### src/rtl/pidv_pkg.sv
// ----------------------------------------------------------------------------
// pidv_pkg: shared types and constants of the variable-interval PID block
// Operand widths, fixed-point limits, register indexes and unit status.
// ----------------------------------------------------------------------------
package pidv_pkg;

    localparam int OPND_W     = 32;   // narrow operand of the multiplier and divider
    localparam int GAIN_W     = 32;
    localparam int GAP_W      = 32;
    localparam int DRIVE_W    = 32;
    localparam int INTEG_W    = 48;
    localparam int ACC_W      = 64;
    localparam int CFG_IDX_W  = 3;
    localparam int CFG_DATA_W = 32;
    localparam int FRAC_W     = 16;   // fraction bits of the Q16.16 gains
    localparam int TERM_SHIFT = 60;   // derivative term clamps at +-2^60

    localparam logic [OPND_W-1:0] US_PER_SECOND = 32'd1000000;
    localparam logic [GAP_W-1:0]  GAP_RESET     = 32'd10000;

    localparam logic [ACC_W-1:0] INTEG_MAX_EXT = 64'h0000_7FFF_FFFF_FFFF;
    localparam logic [ACC_W-1:0] INTEG_MIN_EXT = 64'hFFFF_8000_0000_0000;
    localparam logic [ACC_W-1:0] TERM_LIMIT    = 64'h1000_0000_0000_0000;

    localparam logic [DRIVE_W-1:0] DRIVE_MAX = 32'h7FFF_FFFF;
    localparam logic [DRIVE_W-1:0] DRIVE_MIN = 32'h8000_0000;

    typedef enum logic [CFG_IDX_W-1:0] {
        CFG_GAIN_P   = 3'd0,
        CFG_GAIN_I   = 3'd1,
        CFG_GAIN_D   = 3'd2,
        CFG_SETPOINT = 3'd3,
        CFG_MAX_GAP  = 3'd4
    } cfg_index_t;

    // Handshake status of an iterative arithmetic unit.
    typedef struct packed {
        logic busy;
        logic done;
    } unit_status_t;

endpackage

### src/rtl/pidv_mul.sv
// ----------------------------------------------------------------------------
// pidv_mul: bit-serial unsigned multiplier
// Shift-and-add over the 32-bit operand, one multiplier bit per cycle.
// ----------------------------------------------------------------------------
module pidv_mul #(
    parameter int MC_W = 48
) (
    input  logic                                    aclk,
    input  logic                                    aresetn,
    input  logic                                    start,
    input  logic [MC_W-1:0]                         mcand,
    input  logic [pidv_pkg::OPND_W-1:0]             mplier,
    output pidv_pkg::unit_status_t                  status,
    output logic [MC_W+pidv_pkg::OPND_W-1:0]        product
);
    import pidv_pkg::*;

    localparam int CNT_W = $clog2(OPND_W + 1);

    logic              busy_reg, busy_next;
    logic              done_reg, done_next;
    logic [CNT_W-1:0]  cnt_reg, cnt_next;
    logic [MC_W-1:0]   mcand_reg;
    logic [MC_W-1:0]   hi_reg;
    logic [OPND_W-1:0] lo_reg;
    logic [MC_W:0]     sum;

    // The low register holds the unused multiplier bits and collects the
    // product bits that drop out of the partial sum.
    assign sum = {1'b0, hi_reg} + (lo_reg[0] ? {1'b0, mcand_reg} : '0);

    always_comb begin
        busy_next = busy_reg;
        done_next = 1'b0;
        cnt_next  = cnt_reg;
        if (start) begin
            busy_next = 1'b1;
            cnt_next  = CNT_W'(OPND_W);
        end else if (busy_reg) begin
            cnt_next = cnt_reg - CNT_W'(1);
            if (cnt_reg == CNT_W'(1)) begin
                busy_next = 1'b0;
                done_next = 1'b1;
            end
        end
    end

    always_ff @(posedge aclk) begin
        if (!aresetn) begin
            busy_reg <= 1'b0;
            done_reg <= 1'b0;
            cnt_reg  <= '0;
        end else begin
            busy_reg <= busy_next;
            done_reg <= done_next;
            cnt_reg  <= cnt_next;
        end
    end

    always_ff @(posedge aclk) begin
        if (start) begin
            mcand_reg <= mcand;
            hi_reg    <= '0;
            lo_reg    <= mplier;
        end else if (busy_reg) begin
            hi_reg <= sum[MC_W:1];
            lo_reg <= {sum[0], lo_reg[OPND_W-1:1]};
        end
    end

    assign status.busy = busy_reg;
    assign status.done = done_reg;
    assign product     = {hi_reg, lo_reg};

endmodule

### src/rtl/pidv_div.sv
// ----------------------------------------------------------------------------
// pidv_div: bit-serial restoring divider
// Unsigned wide dividend by a 32-bit divisor, one quotient bit per cycle.
// ----------------------------------------------------------------------------
module pidv_div #(
    parameter int DD_W = 80
) (
    input  logic                             aclk,
    input  logic                             aresetn,
    input  logic                             start,
    input  logic [DD_W-1:0]                  dividend,
    input  logic [pidv_pkg::OPND_W-1:0]      divisor,
    input  logic [$clog2(DD_W+1)-1:0]        steps,
    output pidv_pkg::unit_status_t           status,
    output logic [DD_W-1:0]                  quotient
);
    import pidv_pkg::*;

    localparam int CNT_W = $clog2(DD_W + 1);

    logic              busy_reg, busy_next;
    logic              done_reg, done_next;
    logic [CNT_W-1:0]  cnt_reg, cnt_next;
    logic [OPND_W-1:0] dvs_reg;
    logic [OPND_W-1:0] rem_reg;
    logic [DD_W-1:0]   quo_reg;
    logic [OPND_W:0]   shifted;
    logic [OPND_W+1:0] trial;
    logic              fits;

    // The dividend arrives left aligned, so its top bit feeds the remainder
    // first and the quotient fills in from the bottom.
    assign shifted = {rem_reg, quo_reg[DD_W-1]};
    assign trial   = {1'b0, shifted} - {2'b00, dvs_reg};
    assign fits    = !trial[OPND_W+1];

    always_comb begin
        busy_next = busy_reg;
        done_next = 1'b0;
        cnt_next  = cnt_reg;
        if (start) begin
            busy_next = 1'b1;
            cnt_next  = steps;
        end else if (busy_reg) begin
            cnt_next = cnt_reg - CNT_W'(1);
            if (cnt_reg == CNT_W'(1)) begin
                busy_next = 1'b0;
                done_next = 1'b1;
            end
        end
    end

    always_ff @(posedge aclk) begin
        if (!aresetn) begin
            busy_reg <= 1'b0;
            done_reg <= 1'b0;
            cnt_reg  <= '0;
        end else begin
            busy_reg <= busy_next;
            done_reg <= done_next;
            cnt_reg  <= cnt_next;
        end
    end

    always_ff @(posedge aclk) begin
        if (start) begin
            dvs_reg <= divisor;
            rem_reg <= '0;
            quo_reg <= dividend;
        end else if (busy_reg) begin
            rem_reg <= fits ? trial[OPND_W-1:0] : shifted[OPND_W-1:0];
            quo_reg <= {quo_reg[DD_W-2:0], fits};
        end
    end

    assign status.busy = busy_reg;
    assign status.done = done_reg;
    assign quotient    = quo_reg;

endmodule

### src/rtl/pid_controller_variable_dt.sv
// ----------------------------------------------------------------------------
// pid_controller_variable_dt: PID controller with a variable sample interval
// Sequencer, controller state and configuration around a shared bit-serial
// multiplier and divider.
// ----------------------------------------------------------------------------
// Each transaction on the s_ side carries a measured value and the
// microseconds since the previous sample; one transaction on the m_ side
// returns the saturated drive value, with tuser set when the sample was
// skipped (gap of zero or above max_gap_us), in which case the previous
// drive is repeated and no state changes. A full update runs five
// multiplications of 32 serial steps each, the derivative division of
// DATA_WIDTH+21 steps and the integral scaling division of 80 steps at the
// default width on the one multiplier and one divider, in sequence. The
// next sample is taken once the result sits in the output register, even
// if it has not been collected. Configuration writes are accepted at any
// time, but the gains are read throughout an update, so writes
// are meant to happen while no sample is in progress.
// ----------------------------------------------------------------------------
module pid_controller_variable_dt #(
    parameter int DATA_WIDTH = 16
) (
    input  logic                                         aclk,
    input  logic                                         aresetn,
    // s_tdata: measured_value [DATA_WIDTH-1:0], elapsed_us [DATA_WIDTH+31:DATA_WIDTH]
    input  logic [((DATA_WIDTH+pidv_pkg::GAP_W+7)/8)*8-1:0] s_tdata,
    input  logic                                         s_tvalid,
    output logic                                         s_tready,
    // m_tdata: drive_value [31:0]
    output logic [pidv_pkg::DRIVE_W-1:0]                 m_tdata,
    // m_tuser: skipped [0]
    output logic                                         m_tuser,
    output logic                                         m_tvalid,
    input  logic                                         m_tready,
    input  logic                                         cfg_valid,
    output logic                                         cfg_ready,
    input  logic [pidv_pkg::CFG_IDX_W-1:0]               cfg_index,
    input  logic [pidv_pkg::CFG_DATA_W-1:0]              cfg_data
);
    import pidv_pkg::*;

    localparam int DW     = DATA_WIDTH;
    localparam int ERR_W  = DW + 1;
    localparam int DIFF_W = DW + 2;
    localparam int NUMD_W = DW + 21;
    localparam int MC_W   = (NUMD_W > INTEG_W) ? NUMD_W : INTEG_W;
    localparam int PR_W   = MC_W + OPND_W;
    localparam int DCNT_W = $clog2(PR_W + 1);

    localparam logic [PR_W-1:0] TERM_LIM_PR = PR_W'(1) << TERM_SHIFT;

    typedef enum logic [3:0] {
        ST_IDLE,
        ST_DMUL,
        ST_DDIV,
        ST_DGAIN,
        ST_PGAIN,
        ST_IMUL,
        ST_ISAT,
        ST_IGAIN,
        ST_IDIV,
        ST_DRIVE,
        ST_FINISH
    } state_t;

    // Configuration.
    logic [GAIN_W-1:0] gain_p_reg, gain_i_reg, gain_d_reg;
    logic [DW-1:0]     setpoint_reg;
    logic [GAP_W-1:0]  max_gap_reg;

    // Control and controller state.
    state_t             state_reg, state_next;
    logic               mul_start_reg, mul_start_next;
    logic               div_start_reg, div_start_next;
    logic               m_tvalid_reg, m_tvalid_next;
    logic [DRIVE_W-1:0] m_tdata_reg, m_tdata_next;
    logic               m_tuser_reg, m_tuser_next;
    logic [ERR_W-1:0]   last_error_reg, last_error_next;
    logic [INTEG_W-1:0] integral_reg, integral_next;
    logic [DRIVE_W-1:0] last_drive_reg, last_drive_next;

    // Per-sample working registers.
    logic [MC_W-1:0]    mul_a_reg, mul_a_next;
    logic [OPND_W-1:0]  mul_b_reg, mul_b_next;
    logic [PR_W-1:0]    div_a_reg, div_a_next;
    logic [OPND_W-1:0]  div_b_reg, div_b_next;
    logic [DCNT_W-1:0]  div_n_reg, div_n_next;
    logic [GAP_W-1:0]   gap_reg, gap_next;
    logic [ERR_W-1:0]   err_reg, err_next;
    logic               neg_reg, neg_next;
    logic [ACC_W-1:0]   acc_reg, acc_next;
    logic [INTEG_W-1:0] integ_new_reg, integ_new_next;
    logic [DRIVE_W-1:0] res_drive_reg, res_drive_next;
    logic               res_skip_reg, res_skip_next;

    unit_status_t       mul_stat, div_stat;
    logic [PR_W-1:0]    mul_prod;
    logic [PR_W-1:0]    div_quo;

    // Combinational helpers.
    logic [DW-1:0]      meas_in;
    logic [GAP_W-1:0]   gap_in;
    logic               skip_in;
    logic [ERR_W-1:0]   err_in;
    logic [DIFF_W-1:0]  diff_in;
    logic [DIFF_W-1:0]  diff_mag;
    logic [ERR_W-1:0]   err_mag;
    logic [GAIN_W-1:0]  gain_p_mag, gain_i_mag, gain_d_mag;
    logic [ACC_W-1:0]   dterm_mag;
    logic [ACC_W-1:0]   integ_ext;
    logic [ACC_W-1:0]   integ_sum;
    logic [INTEG_W-1:0] integ_sat;
    logic [INTEG_W-1:0] integ_mag;
    logic               drive_ovf;
    logic [DRIVE_W-1:0] drive_sat;
    logic               out_load;

    assign meas_in = s_tdata[DW-1:0];
    assign gap_in  = s_tdata[DW+GAP_W-1:DW];
    assign skip_in = (gap_in == '0) || (gap_in > max_gap_reg);
    assign err_in  = {meas_in[DW-1], meas_in} - {setpoint_reg[DW-1], setpoint_reg};
    assign diff_in = {err_in[ERR_W-1], err_in} - {last_error_reg[ERR_W-1], last_error_reg};
    assign diff_mag = diff_in[DIFF_W-1] ? (~diff_in + DIFF_W'(1)) : diff_in;
    assign err_mag  = err_reg[ERR_W-1] ? (~err_reg + ERR_W'(1)) : err_reg;

    assign gain_p_mag = gain_p_reg[GAIN_W-1] ? (~gain_p_reg + GAIN_W'(1)) : gain_p_reg;
    assign gain_i_mag = gain_i_reg[GAIN_W-1] ? (~gain_i_reg + GAIN_W'(1)) : gain_i_reg;
    assign gain_d_mag = gain_d_reg[GAIN_W-1] ? (~gain_d_reg + GAIN_W'(1)) : gain_d_reg;

    // A derivative term beyond 2^60 only occurs when the drive saturates anyway.
    assign dterm_mag = (mul_prod > TERM_LIM_PR) ? TERM_LIMIT : mul_prod[ACC_W-1:0];

    assign integ_ext = {{(ACC_W-INTEG_W){integral_reg[INTEG_W-1]}}, integral_reg};
    assign integ_sum = neg_reg ? (integ_ext - mul_prod[ACC_W-1:0])
                               : (integ_ext + mul_prod[ACC_W-1:0]);
    always_comb begin
        if ($signed(integ_sum) > $signed(INTEG_MAX_EXT)) begin
            integ_sat = INTEG_MAX_EXT[INTEG_W-1:0];
        end else if ($signed(integ_sum) < $signed(INTEG_MIN_EXT)) begin
            integ_sat = INTEG_MIN_EXT[INTEG_W-1:0];
        end else begin
            integ_sat = integ_sum[INTEG_W-1:0];
        end
    end
    assign integ_mag = integ_new_reg[INTEG_W-1] ? (~integ_new_reg + INTEG_W'(1))
                                                : integ_new_reg;

    // The arithmetic shift by the fraction width floors, matching the Q16.16
    // rounding of negative sums.
    assign drive_ovf = acc_reg[ACC_W-1:FRAC_W+DRIVE_W-1]
                       != {(ACC_W-FRAC_W-DRIVE_W+1){acc_reg[ACC_W-1]}};
    assign drive_sat = drive_ovf ? (acc_reg[ACC_W-1] ? DRIVE_MIN : DRIVE_MAX)
                                 : acc_reg[FRAC_W+DRIVE_W-1:FRAC_W];

    assign out_load = (state_reg == ST_FINISH) && (!m_tvalid_reg || m_tready);

    always_comb begin
        state_next      = state_reg;
        mul_start_next  = 1'b0;
        div_start_next  = 1'b0;
        m_tvalid_next   = m_tvalid_reg && !m_tready;
        m_tdata_next    = m_tdata_reg;
        m_tuser_next    = m_tuser_reg;
        last_error_next = last_error_reg;
        integral_next   = integral_reg;
        last_drive_next = last_drive_reg;
        mul_a_next      = mul_a_reg;
        mul_b_next      = mul_b_reg;
        div_a_next      = div_a_reg;
        div_b_next      = div_b_reg;
        div_n_next      = div_n_reg;
        gap_next        = gap_reg;
        err_next        = err_reg;
        neg_next        = neg_reg;
        acc_next        = acc_reg;
        integ_new_next  = integ_new_reg;
        res_drive_next  = res_drive_reg;
        res_skip_next   = res_skip_reg;

        unique case (state_reg)
            ST_IDLE: begin
                if (s_tvalid) begin
                    gap_next = gap_in;
                    err_next = err_in;
                    if (skip_in) begin
                        res_drive_next = last_drive_reg;
                        res_skip_next  = 1'b1;
                        state_next     = ST_FINISH;
                    end else begin
                        mul_a_next     = {{(MC_W-DIFF_W){1'b0}}, diff_mag};
                        mul_b_next     = US_PER_SECOND;
                        neg_next       = diff_in[DIFF_W-1];
                        mul_start_next = 1'b1;
                        state_next     = ST_DMUL;
                    end
                end
            end
            ST_DMUL: begin
                if (mul_stat.done) begin
                    div_a_next     = {mul_prod[NUMD_W-1:0], {(PR_W-NUMD_W){1'b0}}};
                    div_b_next     = gap_reg;
                    div_n_next     = DCNT_W'(NUMD_W);
                    div_start_next = 1'b1;
                    state_next     = ST_DDIV;
                end
            end
            ST_DDIV: begin
                if (div_stat.done) begin
                    mul_a_next     = {{(MC_W-NUMD_W){1'b0}}, div_quo[NUMD_W-1:0]};
                    mul_b_next     = gain_d_mag;
                    neg_next       = neg_reg ^ gain_d_reg[GAIN_W-1];
                    mul_start_next = 1'b1;
                    state_next     = ST_DGAIN;
                end
            end
            ST_DGAIN: begin
                if (mul_stat.done) begin
                    acc_next       = neg_reg ? (~dterm_mag + ACC_W'(1)) : dterm_mag;
                    mul_a_next     = {{(MC_W-ERR_W){1'b0}}, err_mag};
                    mul_b_next     = gain_p_mag;
                    neg_next       = err_reg[ERR_W-1] ^ gain_p_reg[GAIN_W-1];
                    mul_start_next = 1'b1;
                    state_next     = ST_PGAIN;
                end
            end
            ST_PGAIN: begin
                if (mul_stat.done) begin
                    acc_next       = neg_reg ? (acc_reg - mul_prod[ACC_W-1:0])
                                             : (acc_reg + mul_prod[ACC_W-1:0]);
                    mul_a_next     = {{(MC_W-ERR_W){1'b0}}, err_mag};
                    mul_b_next     = gap_reg;
                    neg_next       = err_reg[ERR_W-1];
                    mul_start_next = 1'b1;
                    state_next     = ST_IMUL;
                end
            end
            ST_IMUL: begin
                if (mul_stat.done) begin
                    integ_new_next = integ_sat;
                    state_next     = ST_ISAT;
                end
            end
            ST_ISAT: begin
                mul_a_next     = {{(MC_W-INTEG_W){1'b0}}, integ_mag};
                mul_b_next     = gain_i_mag;
                neg_next       = integ_new_reg[INTEG_W-1] ^ gain_i_reg[GAIN_W-1];
                mul_start_next = 1'b1;
                state_next     = ST_IGAIN;
            end
            ST_IGAIN: begin
                if (mul_stat.done) begin
                    div_a_next     = mul_prod;
                    div_b_next     = US_PER_SECOND;
                    div_n_next     = DCNT_W'(PR_W);
                    div_start_next = 1'b1;
                    state_next     = ST_IDIV;
                end
            end
            ST_IDIV: begin
                if (div_stat.done) begin
                    acc_next   = neg_reg ? (acc_reg - div_quo[ACC_W-1:0])
                                         : (acc_reg + div_quo[ACC_W-1:0]);
                    state_next = ST_DRIVE;
                end
            end
            ST_DRIVE: begin
                res_drive_next  = drive_sat;
                res_skip_next   = 1'b0;
                last_drive_next = drive_sat;
                last_error_next = err_reg;
                integral_next   = integ_new_reg;
                state_next      = ST_FINISH;
            end
            ST_FINISH: begin
                if (out_load) begin
                    m_tvalid_next = 1'b1;
                    m_tdata_next  = res_drive_reg;
                    m_tuser_next  = res_skip_reg;
                    state_next    = ST_IDLE;
                end
            end
            default: begin
                state_next = ST_IDLE;
            end
        endcase
    end

    always_ff @(posedge aclk) begin
        if (!aresetn) begin
            state_reg      <= ST_IDLE;
            mul_start_reg  <= 1'b0;
            div_start_reg  <= 1'b0;
            m_tvalid_reg   <= 1'b0;
            m_tdata_reg    <= '0;
            m_tuser_reg    <= 1'b0;
            last_error_reg <= '0;
            integral_reg   <= '0;
            last_drive_reg <= '0;
        end else begin
            state_reg      <= state_next;
            mul_start_reg  <= mul_start_next;
            div_start_reg  <= div_start_next;
            m_tvalid_reg   <= m_tvalid_next;
            m_tdata_reg    <= m_tdata_next;
            m_tuser_reg    <= m_tuser_next;
            last_error_reg <= last_error_next;
            integral_reg   <= integral_next;
            last_drive_reg <= last_drive_next;
        end
    end

    always_ff @(posedge aclk) begin
        mul_a_reg     <= mul_a_next;
        mul_b_reg     <= mul_b_next;
        div_a_reg     <= div_a_next;
        div_b_reg     <= div_b_next;
        div_n_reg     <= div_n_next;
        gap_reg       <= gap_next;
        err_reg       <= err_next;
        neg_reg       <= neg_next;
        acc_reg       <= acc_next;
        integ_new_reg <= integ_new_next;
        res_drive_reg <= res_drive_next;
        res_skip_reg  <= res_skip_next;
    end

    always_ff @(posedge aclk) begin
        if (!aresetn) begin
            gain_p_reg   <= '0;
            gain_i_reg   <= '0;
            gain_d_reg   <= '0;
            setpoint_reg <= '0;
            max_gap_reg  <= GAP_RESET;
        end else if (cfg_valid && cfg_ready) begin
            unique case (cfg_index)
                CFG_GAIN_P:   gain_p_reg   <= cfg_data;
                CFG_GAIN_I:   gain_i_reg   <= cfg_data;
                CFG_GAIN_D:   gain_d_reg   <= cfg_data;
                CFG_SETPOINT: setpoint_reg <= cfg_data[DW-1:0];
                CFG_MAX_GAP:  max_gap_reg  <= cfg_data;
                default: begin
                end
            endcase
        end
    end

    pidv_mul #(
        .MC_W(MC_W)
    ) u_mul (
        .aclk    (aclk),
        .aresetn (aresetn),
        .start   (mul_start_reg),
        .mcand   (mul_a_reg),
        .mplier  (mul_b_reg),
        .status  (mul_stat),
        .product (mul_prod)
    );

    pidv_div #(
        .DD_W(PR_W)
    ) u_div (
        .aclk     (aclk),
        .aresetn  (aresetn),
        .start    (div_start_reg),
        .dividend (div_a_reg),
        .divisor  (div_b_reg),
        .steps    (div_n_reg),
        .status   (div_stat),
        .quotient (div_quo)
    );

    assign s_tready  = (state_reg == ST_IDLE);
    assign m_tvalid  = m_tvalid_reg;
    assign m_tdata   = m_tdata_reg;
    assign m_tuser   = m_tuser_reg;
    assign cfg_ready = 1'b1;

    // The multiplier and divider are used strictly one after the other.
    assert property (@(posedge aclk) disable iff (!aresetn)
        !(mul_stat.busy && div_stat.busy))
        else $error("multiplier and divider busy at the same time");

    // A finished multiplication is only reported while the sequencer waits for it.
    assert property (@(posedge aclk) disable iff (!aresetn)
        mul_stat.done |-> (state_reg == ST_DMUL || state_reg == ST_DGAIN ||
                           state_reg == ST_PGAIN || state_reg == ST_IMUL ||
                           state_reg == ST_IGAIN))
        else $error("multiplier result arrived outside a wait state");

    // Every result leaves with the drive value that the controller now holds.
    assert property (@(posedge aclk) disable iff (!aresetn)
        out_load |=> (m_tdata == last_drive_reg))
        else $error("result drive differs from the held drive value");

endmodule
### config.mk
export PLATFORM = sky130hd
export DESIGN_NAME = pid_controller_variable_dt
export DESIGN_NICKNAME = d
export VERILOG_FILES = /design/src/rtl/pidv_pkg.sv /design/src/rtl/pidv_mul.sv /design/src/rtl/pidv_div.sv /design/src/rtl/pid_controller_variable_dt.sv
export SDC_FILE = /design/constraint.sdc
export NUM_CORES = 2
export LEC_CHECK = 0
export BUFFER_PORTS_ARGS = -buffer_cell sky130_fd_sc_hd__buf_2
export CORE_UTILIZATION = 60
export DETAILED_ROUTE_END_ITERATION = 10
export PLACE_DENSITY = 0.77
export REMOVE_ABC_BUFFERS = 1
export SLEW_MARGIN = 10
export SYNTH_ARGS = -nofsm -noshare
export SYNTH_HDL_FRONTEND = slang
export SYNTH_SLANG_ARGS = --single-unit
### constraint.sdc
create_clock -name aclk -period 10.8 [get_ports aclk]
set_clock_uncertainty 0.15 [all_clocks]
set_input_delay 2.16 -clock aclk [delete_from_list [all_inputs] [get_ports aclk]]
set_output_delay 2.16 -clock aclk [all_outputs]
set_load 0.01 [all_outputs]
==> results_dict.tcl <==
set metrics [dict create \
    status "finished, violations left" \
    failed_checks "design-rule violations" \
    crit_arrival_ns 8.71 \
    wl_mm 183.4 \
    cts_resized 0 \
    synth_edf_count 581 \
    grt_usage_pct 36.18 \
    synth_cell_types 90 \
    mostFrequentLayoutCell "nand2_1" \
    crit_path_top_delay_cell "nor3_1" \
    async_reset_ff_share_pct 0 \
    drc 4 \
    worstSetupEndpointType "register" \
    numCtsBuffers 102 \
    final_area_um2 63930 \
    cp_top_family "simple AND/OR/NAND/NOR gates" \
    crit_required_ns 11.05 \
    power_leakage_nw 24.04 \
    coreArea_um2 96990 \
    portBuffers 122 \
    via_per_inst 6.410 \
    vias 50231 \
    slew_headroom_pct 11.33 \
    powerDensity_nw_per_um2 280.5 \
    switching_share_pct 43.82 \
    syn_inst 6549 \
    num_io_pins 124 \
    p_int_w 0.01007 \
    power_switching_w 0.007857 \
    ir_drop_uv 240.6 \
    final.period_utilization_pct 78.34 \
    rows 114 \
    placed_area_um2 60280 \
    clockBufferDepth 3 \
    r2r_start "u_mul.lo_reg[0]" \
    reg2reg_to "integ_new_reg[24]" \
    min_period_ns 8.461 \
    placed_cells 7640 \
    setup_tns_ns 0 \
    finalSetupViolations 0 \
    rsz0062_at_grt "false" \
    power_w 0.01793 \
    path_class "register to register" \
    slowest_delay_ns 0.58 \
    yosysWarnings 0 \
    path_cells "buf_4, nor3_1, nand3_1, nor3_1, nand3_1, nor3_1, nand2b_1, or3_1, and2_1, xnor2_1, ha_1, and3_1, and4_1, o2111a_1, o311a_1, nor3_1, o21ai_0, xnor2_1, a211oi_1, nand4_1, or4_1, o41ai_2, buf_4, o21ai_0" \
    hold_path.class "register to register" \
    dp_hpwl_mm 134.3 \
    cts_sinks 959 \
    cp_max_fo 54 \
    cts_tree "built" \
    die_h_um 315.2 \
    start_util_pct 60.69 \
    slew_violations 0 \
    drive_above_1_share_pct 8.403 \
    synth-seq-cells 959 \
    crit_buf_inv 2 \
    yosys_most_used_dff "edfxtp_1" \
    final_cells 7836 \
    overflow 0 \
    syn_avg_cell_area_um2 8.989 \
    grt_antenna_before_repair 5 \
    start_kind "register" \
    layout_common_cells "nand2_1, edfxtp_1, o21ai_0" \
    drt_iter0_markers 6293 \
    ant_nets 0 \
    p_seq_share_pct 30.4 \
    drt_first_pass_iters 11 \
    final_nets 6846 \
    hold_path_depth 0 \
    clkPwrFrac_pct 21.3 \
    comb_power_share_pct 48.2 \
    gp_congestion 1.041 \
    die_x_um 315.2 \
    worstHoldEndpoint "u_div.dvs_reg[2]" \
    clkLatencyLatePin_ns 0.72 \
    critical_path.most_common_cell "nor3_1" \
    grt_max_degree 107 \
    reg2reg_depth 24 \
    dieArea_um2 99370 \
    post_cts_buffers 0 \
    max_freq_mhz 118.2 \
    syn_to_final_growth_pct 8.598 \
    worst_pin_slew_ns 1.319 \
    ctsHoldBuffers 0 \
    syn_area_um2 58870 \
    grt_pass1_vias 45905 \
    hp-start "div_b_reg[2]" \
    clk_pin_slew_ns 0.07 \
    grt_pass1_wl_mm 275.4 \
    seq_area_frac_synth_pct 42.49 \
    cts_root_buf "clkbuf_16" \
    post_drt_wl_per_cell_um 23.41 \
    rrSetupSlack_ns 2.34 \
    fillers 7842 \
    max_cap_viol_count 0 \
    h-tree-depth 3 \
    finalHoldViolations 0 \
]
## synth_stat cells, types with 10 or more instances
cell / number / area share, %
or3_1: 62 / 0.66
nor4_1: 56 / 0.60
clkbuf_1: 342 / 2.2
mux2_2: 102 / 2.0
nor3b_1: 14 / 0.18
dfxtp_1: 378 / 13
a31o_2: 11 / 0.16
a21o_1: 126 / 1.6
xor2_1: 234 / 3.5
ha_1: 284 / 6.0
xnor2_1: 300 / 4.5
or4_1: 29 / 0.37
o21a_1: 31 / 0.40
nor3_1: 131 / 1.1
nor2_1: 378 / 2.4
nand4_1: 54 / 0.57
a22oi_1: 12 / 0.15
o21ai_0: 466 / 4.0
o41ai_1: 27 / 0.40
a221oi_1: 20 / 0.30
inv_1: 215 / 1.4
nand2b_1: 78 / 0.83
and3_1: 44 / 0.47
a22o_1: 13 / 0.19
nand3_1: 100 / 0.85
o21bai_1: 43 / 0.55
a311oi_1: 23 / 0.34
o31ai_1: 54 / 0.69
mux2i_1: 32 / 0.54
nor2b_1: 47 / 0.50
o22ai_1: 35 / 0.37
nand2_1: 1055 / 6.7
a21oi_1: 411 / 3.5
and2_1: 168 / 1.8
o211ai_1: 28 / 0.36
a222oi_1: 18 / 0.31
or2_2: 27 / 0.29
a211oi_1: 36 / 0.46
edfxtp_1: 581 / 30
a31oi_1: 53 / 0.56
a211o_1: 10 / 0.15
a21boi_0: 252 / 3.2
buf_1: 26 / 0.17
## per-layer routing
layer | global-route usage [%] | part of all wire (%)
met5 | 0 | 0.0071
met4 | 17.18 | 5.2
met3 | 6.841 | 11
met2 | 54.05 | 43
met1 | 50.53 | 41
## power by group through the flow
stage	clock network, W	registers, W	logic [W]
final	0.00382	0.00546	0.00865
after detailed placement	0	0.00549	0.00832
after global routing	0.00398	0.00548	0.00930
after floorplan	0	0.00531	0.00583
after CTS	0.00384	0.00542	0.00839
after global placement	0	0.00548	0.00823
## cells by family (layout without fill, tap and decap cells)
logic type / after synthesis / count (layout) / share of synthesized area, %
buffers and inverters: 596 / 604 / 3.879
adders and majority gates: 290 / 290 / 6.240
muxes: 134 / 134 / 2.495
xor gates and xnor gates: 534 / 534 / 7.945
AOI/OAI and AO/OA: 1749 / 1749 / 18.93
DFF: 959 / 959 / 42.49
and+or+nand+nor: 2286 / 2286 / 18.01
other: 1 / 4 / 0.006370
## per-stage QoR
stage	hold WS, ns	setup slack (ns)	util (%)
floorplan	0.2503	0.02338	-
global placement	0.2525	2.902	62.15
detailed placement	0.2545	2.683	62.15
CTS	0.2689	2.600	65.90
global route	0.2765	1.973	65.90
finish	0.2660	2.339	65.91
## worst max path at each step
stage                          start                 to  slack, ns  cells past startpoint
floorplan                    neg_reg   integ_new_reg[0]       0.02                     15
global placement    u_mul.lo_reg[30]   integ_new_reg[0]       2.90                     21
detailed placement   u_mul.lo_reg[0]  integ_new_reg[24]       2.68                     24
CTS                  u_mul.lo_reg[0]  integ_new_reg[24]       2.60                     24
global route         u_mul.lo_reg[0]  integ_new_reg[14]       1.97                     24
finish               u_mul.lo_reg[0]  integ_new_reg[24]       2.34                     24
## final cells by class
type | count | area [um2] | share of cell area (%)
Antenna cell | 3 | 7.507 | 0.01174
Clock buffer | 132 | 2818 | 4.408
Clock inverter | 61 | 818.3 | 1.280
Inverter | 216 | 813.3 | 1.272
Multi-Input combinational cell | 4994 | 31690 | 49.56
Sequential cell | 959 | 25020 | 39.14
Tap cell | 1276 | 1597 | 2.497
Timing Repair Buffer | 195 | 1165 | 1.822
(Power assumes the default switching activity.)
